### config.mk
export PLATFORM = sky130hd
export DESIGN_NAME = uart_ring_buffer_pair_unit
export DESIGN_NICKNAME = d
export VERILOG_FILES = /design/src/rtl/uart_rb_pkg.sv /design/src/rtl/urb_queue.sv /design/src/rtl/uart_ring_buffer_pair_unit.sv
export SDC_FILE = /design/constraint.sdc
export NUM_CORES = 2
export LEC_CHECK = 0
export BUFFER_PORTS_ARGS = -buffer_cell sky130_fd_sc_hd__buf_4
export CAP_MARGIN = 20
export CORE_ASPECT_RATIO = 1.75
export CORE_MARGIN = 1
export CORE_UTILIZATION = 52
export DETAILED_ROUTE_END_ITERATION = 10
export PLACE_DENSITY = 0.64
export SYNTH_ARGS = -nofsm -noshare
export SYNTH_HDL_FRONTEND = slang
export SYNTH_SLANG_ARGS = --single-unit
### constraint.sdc
create_clock -name i_clk -period 11.45 [get_ports i_clk]
set_input_delay 3.435 -clock i_clk [delete_from_list [all_inputs] [get_ports i_clk]]
set_output_delay 3.435 -clock i_clk [all_outputs]
set_load 0.01 [all_outputs]
### src/rtl/uart_rb_pkg.sv
// ----------------------------------------------------------------------------
// uart_rb_pkg
// Shared types and codes for the uart ring buffer pair: item kinds, result
// status codes and the status and result records passed between modules.
// ----------------------------------------------------------------------------
`default_nettype none

package uart_rb_pkg;

    localparam int unsigned FILL_W = 7;

    typedef enum logic [1:0] {
        KIND_RX_BYTE  = 2'd0,
        KIND_HOST_WR  = 2'd1,
        KIND_TX_EMPTY = 2'd2,
        KIND_HOST_RD  = 2'd3
    } t_kind;

    typedef enum logic [1:0] {
        ST_DONE    = 2'd0,
        ST_FULL    = 2'd1,
        ST_EMPTY   = 2'd2,
        ST_IGNORED = 2'd3
    } t_status;

    // queue occupancy flags as seen before the current item
    typedef struct packed {
        logic full;
        logic empty;
    } t_q_status;

    // result fields known at accept time, byte comes later from the store
    typedef struct packed {
        t_status             status;
        logic                to_line;
        logic                to_host;
        logic                irq_on;
        logic [FILL_W-1:0]   rx_fill;
        logic [FILL_W-1:0]   tx_fill;
    } t_meta;

endpackage

`default_nettype wire

### src/rtl/urb_queue.sv
// ----------------------------------------------------------------------------
// urb_queue
// Circular byte queue with one unused slot: write and read pointers, a byte
// store with registered read data, full and empty flags and the fill level
// after the current push or pop.
// ----------------------------------------------------------------------------
`default_nettype none

module urb_queue #(
    parameter int unsigned DEPTH = 128
) (
    input  wire logic                           i_clk,
    input  wire logic                           i_rst_n,
    input  wire logic                           i_push,
    input  wire logic                           i_pop,
    input  wire logic [7:0]                     i_data,
    output uart_rb_pkg::t_q_status              o_status,
    output logic [7:0]                          o_rdata,
    output logic [uart_rb_pkg::FILL_W-1:0]      o_fill
);
    import uart_rb_pkg::*;

    localparam int unsigned PW = (DEPTH > 1) ? $clog2(DEPTH) : 1;

    logic [7:0]      r_store [DEPTH];
    logic [PW-1:0]   r_wr_ptr, r_rd_ptr;
    logic [PW-1:0]   n_wr_ptr, n_rd_ptr;
    logic [PW-1:0]   wr_inc, rd_inc;
    logic [PW:0]     fill_wide;
    logic [PW-1:0]   fill;
    logic [PW+FILL_W-1:0] fill_ext;
    logic            do_push, do_pop;

    always_comb begin
        wr_inc = (r_wr_ptr == PW'(DEPTH - 1)) ? '0 : r_wr_ptr + 1'b1;
        rd_inc = (r_rd_ptr == PW'(DEPTH - 1)) ? '0 : r_rd_ptr + 1'b1;
        o_status.full  = (wr_inc == r_rd_ptr);
        o_status.empty = (r_wr_ptr == r_rd_ptr);
        do_push = i_push && !o_status.full;
        do_pop  = i_pop && !o_status.empty;
        n_wr_ptr = do_push ? wr_inc : r_wr_ptr;
        n_rd_ptr = do_pop ? rd_inc : r_rd_ptr;
        // level after this item, wrapping around the depth
        fill_wide = {1'b0, n_wr_ptr} - {1'b0, n_rd_ptr};
        if (n_wr_ptr < n_rd_ptr) begin
            fill_wide = fill_wide + (PW + 1)'(DEPTH);
        end
        fill     = fill_wide[PW-1:0];
        fill_ext = {{FILL_W{1'b0}}, fill};
        o_fill   = fill_ext[FILL_W-1:0];
    end

    always_ff @(posedge i_clk) begin
        if (!i_rst_n) begin
            r_wr_ptr <= '0;
            r_rd_ptr <= '0;
        end else begin
            r_wr_ptr <= n_wr_ptr;
            r_rd_ptr <= n_rd_ptr;
        end
    end

    always_ff @(posedge i_clk) begin
        if (do_push) begin
            r_store[r_wr_ptr] <= i_data;
        end
    end

    // read data holds until the next pop
    always_ff @(posedge i_clk) begin
        if (do_pop) begin
            o_rdata <= r_store[r_rd_ptr];
        end
    end

endmodule

`default_nettype wire

### src/rtl/uart_ring_buffer_pair_unit.sv
// ----------------------------------------------------------------------------
// uart_ring_buffer_pair_unit
// Receive and transmit byte queues between a serial line and a host, with
// the transmit-empty interrupt enable.
// ----------------------------------------------------------------------------
// channel   dir  handshake                      payload
// s_axis    in   s_axis_tvalid / s_axis_tready  tdata: data, tuser: kind
// m_axis    out  m_axis_tvalid / m_axis_tready  tdata: byte, status, irq, fills
//                                               tuser: to_line, to_host
//
// one item per cycle sustained while m_axis_tready stays high; an accepted
// item waits in the read stage for its registered store read, then its result
// is loaded into the output register to be taken; pointers update at the
// accept edge; reset clears the pointers and valid flags and sets the
// interrupt enable, stores are not cleared and need no clearing pass
// s_axis_tready drops only while both the read stage and the output
// register hold results and m_axis_tready is low
// ----------------------------------------------------------------------------
`default_nettype none

module uart_ring_buffer_pair_unit #(
    parameter int unsigned RX_DEPTH = 128,
    parameter int unsigned TX_DEPTH = 128
) (
    input  wire logic        i_clk,
    input  wire logic        i_rst_n,
    input  wire logic        s_axis_tvalid,
    output logic             s_axis_tready,
    input  wire logic [7:0]  s_axis_tdata,   // [7:0] data
    input  wire logic [1:0]  s_axis_tuser,   // [1:0] kind
    output logic             m_axis_tvalid,
    input  wire logic        m_axis_tready,
    output logic [31:0]      m_axis_tdata,   // [7:0] out_byte, [9:8] status,
                                             // [10] tx_irq_on, [17:11] rx_fill,
                                             // [24:18] tx_fill, rest zero
    output logic [1:0]       m_axis_tuser    // [0] to_line, [1] to_host
);
    import uart_rb_pkg::*;

    t_q_status          rx_st, tx_st;
    logic [7:0]         rx_rdata, tx_rdata;
    logic [FILL_W-1:0]  rx_fill, tx_fill;
    logic               acc, rx_push, rx_pop, tx_push, tx_pop;
    logic               r_irq_en, n_irq_en;
    t_kind              kind;
    t_meta              n_meta, r_p_meta, r_o_meta;
    logic               r_p_valid, r_o_valid;
    logic               o_load_ok, p_adv;
    logic [7:0]         p_byte, r_o_byte;

    assign o_load_ok     = !r_o_valid || m_axis_tready;
    assign p_adv         = r_p_valid && o_load_ok;
    assign s_axis_tready = !r_p_valid || o_load_ok;
    assign acc           = s_axis_tvalid && s_axis_tready;
    assign kind          = t_kind'(s_axis_tuser);

    always_comb begin
        rx_push  = 1'b0;
        rx_pop   = 1'b0;
        tx_push  = 1'b0;
        tx_pop   = 1'b0;
        n_irq_en = r_irq_en;
        n_meta.status  = ST_DONE;
        n_meta.to_line = 1'b0;
        n_meta.to_host = 1'b0;
        unique case (kind)
            KIND_RX_BYTE: begin
                rx_push = acc;
                if (rx_st.full) n_meta.status = ST_FULL;
            end
            KIND_HOST_WR: begin
                tx_push  = acc;
                n_irq_en = acc ? 1'b1 : r_irq_en;
                if (tx_st.full) n_meta.status = ST_FULL;
            end
            KIND_TX_EMPTY: begin
                if (!r_irq_en) begin
                    n_meta.status = ST_IGNORED;
                end else if (!tx_st.empty) begin
                    tx_pop = acc;
                    n_meta.to_line = 1'b1;
                end else begin
                    n_irq_en = acc ? 1'b0 : r_irq_en;
                    n_meta.status = ST_EMPTY;
                end
            end
            KIND_HOST_RD: begin
                if (!rx_st.empty) begin
                    rx_pop = acc;
                    n_meta.to_host = 1'b1;
                end else begin
                    n_meta.status = ST_EMPTY;
                end
            end
            default: ;
        endcase
        n_meta.irq_on  = n_irq_en;
        n_meta.rx_fill = rx_fill;
        n_meta.tx_fill = tx_fill;
    end

    urb_queue #(.DEPTH(RX_DEPTH)) u_rx_q (
        .i_clk    (i_clk),
        .i_rst_n  (i_rst_n),
        .i_push   (rx_push),
        .i_pop    (rx_pop),
        .i_data   (s_axis_tdata),
        .o_status (rx_st),
        .o_rdata  (rx_rdata),
        .o_fill   (rx_fill)
    );

    urb_queue #(.DEPTH(TX_DEPTH)) u_tx_q (
        .i_clk    (i_clk),
        .i_rst_n  (i_rst_n),
        .i_push   (tx_push),
        .i_pop    (tx_pop),
        .i_data   (s_axis_tdata),
        .o_status (tx_st),
        .o_rdata  (tx_rdata),
        .o_fill   (tx_fill)
    );

    always_ff @(posedge i_clk) begin
        if (!i_rst_n) begin
            r_irq_en  <= 1'b1;
            r_p_valid <= 1'b0;
            r_o_valid <= 1'b0;
        end else begin
            r_irq_en <= n_irq_en;
            if (acc) begin
                r_p_valid <= 1'b1;
            end else if (p_adv) begin
                r_p_valid <= 1'b0;
            end
            if (p_adv) begin
                r_o_valid <= 1'b1;
            end else if (m_axis_tready) begin
                r_o_valid <= 1'b0;
            end
        end
    end

    // store read data lines up with the stage holding its item
    assign p_byte = r_p_meta.to_line ? tx_rdata :
                    r_p_meta.to_host ? rx_rdata : 8'd0;

    always_ff @(posedge i_clk) begin
        if (acc) begin
            r_p_meta <= n_meta;
        end
        if (p_adv) begin
            r_o_meta <= r_p_meta;
            r_o_byte <= p_byte;
        end
    end

    assign m_axis_tvalid = r_o_valid;
    assign m_axis_tuser  = {r_o_meta.to_host, r_o_meta.to_line};
    assign m_axis_tdata  = {7'd0, r_o_meta.tx_fill, r_o_meta.rx_fill,
                            r_o_meta.irq_on, r_o_meta.status, r_o_byte};

endmodule

`default_nettype wire

**Word-level counts from Yosys, hierarchy flattened**

Memories as Yosys holds them, arrays and structs flattened. A register that Yosys moved wholly into a read port is not among the register bits.
Cells that the tools add are included.

- Flip-flop bits (word level): 77
- Memory bits (writable): 2048
- Bits of input ports: 14
- Output and inout port bits: 36
- Logic and storage cells: 101
- Memories: 2

Memory list:

| memory | depth | width | read ports | clocked after Yosys merged registers in | wr ports | line | text |
|---|---|---|---|---|---|---|---|
| u_rx_q.r_store | 128 | 8 | 1 | 1 | 1 | urb_queue.sv:25 | `logic [7:0] r_store [DEPTH];` |
| u_tx_q.r_store | 128 | 8 | 1 | 1 | 1 | urb_queue.sv:25 |  |

- $add $sub $neg: 8
- Magnitude comparators: 2
- Equality and inequality tests: 11
- Muxes and demuxes: 40
- Reductions and logical operators: 18

Operators by type and width:

| kind | number |
|---|---|
| $mux W7 | 10 |
| $add A7 B1 Y7 const B | 6 |
| $eq A7 B7 Y1 | 4 |
| $eq A7 B7 Y1 const B | 4 |
| $mux W1 | 23 |
| $mux W8 | 2 |
| $lt A7 B7 Y1 | 2 |
| $sub A7 B7 Y7 | 2 |
| $pmux W2 S4 | 1 |
| $logic_and A1 B1 Y1 | 6 |
| $logic_not A1 Y1 | 6 |
| $mux W2 | 3 |
| $eq A2 B2 Y1 const B | 2 |
| $reduce_bool A2 Y1 | 2 |
| $eq A2 B1 Y1 const B | 1 |
| $logic_not A2 Y1 | 1 |
| $logic_or A1 B1 Y1 | 2 |
| $pmux W1 S2 | 1 |
| $reduce_and A2 Y1 | 1 |

**Logic depth before layout (Yosys ltp)**

- Depth in word-level cells: 12
- Mapped depth: 19
- Depth with buffers taken out: 16

**Hierarchy**

A second synthesis with hierarchy kept.

- Cells, all modules: 4391
- Area, all modules: 84971.5 µm²

Modules (own cells, without submodules):

| module | times used | cells an instance | area each (µm²) | sequential area each (µm²) |
|---|---|---|---|---|
| urb_queue (u_rx_q) | 1 | 2143 | 41574.9 | 31270.0 |
| urb_queue (u_tx_q) | 1 | 2143 | 41568.6 | 31270.0 |
| uart_ring_buffer_pair_unit | 1 | 105 | 1828.0 | 1441.4 |

**Least setup slack after synthesis**

OpenSTA, ideal clock, no wires.

- Path kind: in2out
- Start: in m_axis_tready
- End: out s_axis_tready
- Arrival: 3645 ps
- Data required time: 8015 ps
- Slack: 4370 ps
- Stages on the path: 1
- Buffers on the path: 0
- Cells stage by stage: nand3b_1

- Word-level cells in the longest chain between the ends: 2

Ends and longest elaborated chain:

| element | line | text |
|---|---|---|
| from (decl) | uart_ring_buffer_pair_unit.sv:32 | `input wire logic m_axis_tready,` |
| $logic_or A1 B1 Y1 | uart_ring_buffer_pair_unit.sv:51 | `assign o_load_ok = !r_o_valid \|\| m_axis_tready;` |
| $logic_or A1 B1 Y1 | uart_ring_buffer_pair_unit.sv:53 | `assign s_axis_tready = !r_p_valid \|\| o_load_ok;` |
| to (decl) | uart_ring_buffer_pair_unit.sv:28 | `output logic s_axis_tready,` |

Every way passes these cells.

**Worst setup path after layout**

Ends and elaborated chain as after synthesis.

==> flow_summary.toml <==
[grt]
grt_max_degree = 149
gr-total-overflow = 0
grt_pass1_vias = 42500
grt_pass1_wl_um = 290000
grt_usage_pct = 24.5
antenna_found_initial = 5

[cells_and_area]
area_growth_pct = 10.6
drive_gt1_share_pct = 19.7
register_area_sq_mm = 0.0640
fillers = 12000
nNetsFinal = 4557
multi_input_area_sq_mm = 0.0194

[die]
dieArea_sq_mm = 0.165
rows = 195
num_io_pins = 50
core_sq_mm = 0.162
die_h_um = 536
floorplan.initialDensity_pct = 52.5
die_x_um = 307

[setup_path]
crit_top_cell = "buf_4"
worstPathRequired_ps = 8020
critPathSlowestCell = "nand3b_1"
worstSetupEndpointType = "primary output"
crit_buf_inv = 2
crit_arrival_ps = 3910
r2r-start = "u_rx_q.r_rd_ptr[3]"
r2r_cells = 15
cp_top_family = "buffers and inverters"
crit_type = "input pin to primary output"
critical_path_peak_fanout = 3
r2r_end = "r_p_meta[13]"
crit_path_max_incr_delay_ps = 190
worst_setup_path_start_kind = "input pin"
r2r_slack_ps = 5540
worstPathCellList = "buf_4, nand3b_1, buf_4"

[route]
drc = 0
met1_length_um = 72800
top_layer = "met5"
wl_met2_um = 107000
drt_iter0_drc = 3915
first_pass_iters = 5
met3WireLength_um = 9620
vias = 41500
viasPerCell = 6.08
wl_um = 201000
postRouteAntennaNets = 0
post_drt_wl_per_cell_um = 29.4

[synthesis]
avgSynthCellArea_sq_um = 19.2
yosysSeqAreaShare_pct = 75.5
synth_cell_types = 66
synth_ff_type = "edfxtp_1"
synthTopCellsByArea = "edfxtp_1 (75%), mux4_2 (10%), mux2i_1 (4.0%), nor3_1 (1.0%), nor2_1 (0.89%)"
synthTopCellsByCount = "edfxtp_1 (2110), mux4_2 (384), mux2i_1 (340)"
synth_edf_count = 2110
synth.largest_area_cell = "edfxtp_1"
yosysWarningCount = 0
syn_inst = 4419
synth_top_area_share_pct = 74.8
synthMostInstantiatedCell = "edfxtp_1"
syn_area_sq_mm = 0.0847
ys_ff_latch = 2141
async_flop_share_pct = 0

[clocking]
cts_made_buffers = 185
clk_pin_slew_ps = 70
cts-resized-gates = 0
htree_levels = 4
cts_tree = "done"
clk-insertion-delay-late_ps = 830
clock_path_buffers = 4
clock-root-buffer = "clkbuf_16"
hold_buffers = 0
cts_num_sinks = 2141
cts_setup_buffers = 0

[power_and_ir_drop]
vdd_drop_max_v = 0.000124
fin_total_pwr_w = 0.0151
leakage_nw = 27.9
power.density_mw_per_mm2 = 161

[min_path]
hold_depth = 0
hold_path_class = "register to register"
holdPathEnd = "m_axis_tdata[9]"
worstHoldStart = "r_p_meta[18]"

[sta]
post-route-period-util_pct = 64.1
skew_ps = 35.7
hold_violations = 0
finalWorstPathRequiredPeriod_ps = 7340
rsz0062_at_grt = "false"
setup_viol = 0
slew_headroom_pct = 19.0
tns_ps = 0
worstMarginPinSlew_ps = 1220
drv_slew = 0
fmax_mhz = 136

[outcome]
status = "finished, final reports clean"

[run]
cap_violations = 0

[place]
gp_congestion = 0.935
dp_hpwl_um = 124000
port_buffers = 42
cell families (layout without fill, tap and decap cells):
group           count (synthesis)  in the layout  share of synthesized area, %
fa+ha+maj                      24             24                         0.372
simple gates                  683            683                          3.95
mux                           728            728                          14.3
xor+xnor                       46             46                         0.492
other cells                     1              8                       0.00443
flops                        2141           2141                          75.5
compound gates                471            471                          3.64
buf+inv                       325            556                          1.75
cells in the final DEF (no fill, tap or decap), types with 12 or more instances in the layout:
master and n:
nor2b_1 63, edfxtp_1 2110, o21ai_0 46, inv_1 29, nor4_1 21, buf_4 121
a21oi_1 104, mux4_2 384, clkinvlp_4 22, nor2_1 200, nand2_1 95, clkinv_2 25
nand2b_1 35, nand3_1 20, buf_2 38, o22ai_1 112, xnor2_1 26, clkinv_4 14
clkbuf_4 24, nor3_1 175, and3_1 19, a31oi_1 12, clkbuf_1 18, a211oi_1 66
dfxtp_1 23, clkbuf_16 189, o32ai_1 13, ha_1 22, a22oi_1 72, clkinv_1 23
mux2i_1 340, xor2_1 19, inv_6 14, bufinv_16 17
layer usage:
layer	track usage (%)	up-vias
li1	-	18200
met4	12.5	4
met3	2.82	440
met5	0	-
met1	28.9	21500
met2	43.9	1429
sequential cells by signal (all words and copies together), names as in the netlist:
register,count
u_rx_q.r_store,1024
u_tx_q.r_store,1024
r_p_meta,19
m_axis_tdata,17
r_o_byte,8
u_rx_q.o_rdata,8
u_tx_q.o_rdata,8
u_rx_q.r_rd_ptr,7
u_rx_q.r_wr_ptr,7
u_tx_q.r_rd_ptr,7
u_tx_q.r_wr_ptr,7
m_axis_tuser,2
m_axis_tvalid,1
r_irq_en,1
r_p_valid,1
metrics by stage:
stage | std cells | area [sq um] | hold WS, ps | util [%] | worst slack, ps
detailed placement | 6435 | 87300 | 414 | 54.1 | 3960
finish | 6824 | 93700 | 434 | 58.0 | 4110
global route | 6824 | 93700 | 440 | 58.0 | 4100
global placement | 6421 | 87200 | 409 | 54.0 | 3970
floorplan | 4425 | 84700 | 400 | - | 4370
CTS | 6759 | 93300 | 432 | 57.7 | 4110
report_power, final:
part | internal (W) | switching [W]
sequential | 0.00861 | 0.0000127
clock | 0.00343 | 0.00279
combinational | 0.0000648 | 0.000222
total | 0.0121 | 0.00302
how the worst max path moves through the flow:
stage,start,endpoint,slack [ps],cells past startpoint
2_1_floorplan,m_axis_tready,s_axis_tready,4370,1
3_3_place_gp,m_axis_tready,r_p_meta[13],3970,16
3_5_place_dp,m_axis_tready,r_p_meta[13],3960,16
4_1_cts,m_axis_tready,s_axis_tready,4110,3
5_1_grt,m_axis_tready,s_axis_tready,4100,3
6_report,m_axis_tready,s_axis_tready,4110,3
area by class of cell:
class                   instances  area share, %
repair buffers                202           1.64
well taps                    2167           2.89
diodes                          1        0.00267
flip-flops and latches       2141           68.3
clock buffers                 207           5.12
multi-input cells            1959           20.7
inverters                      30          0.120
clock inverters               117           1.23
Note: power is estimated with default switching activity, not from simulation.
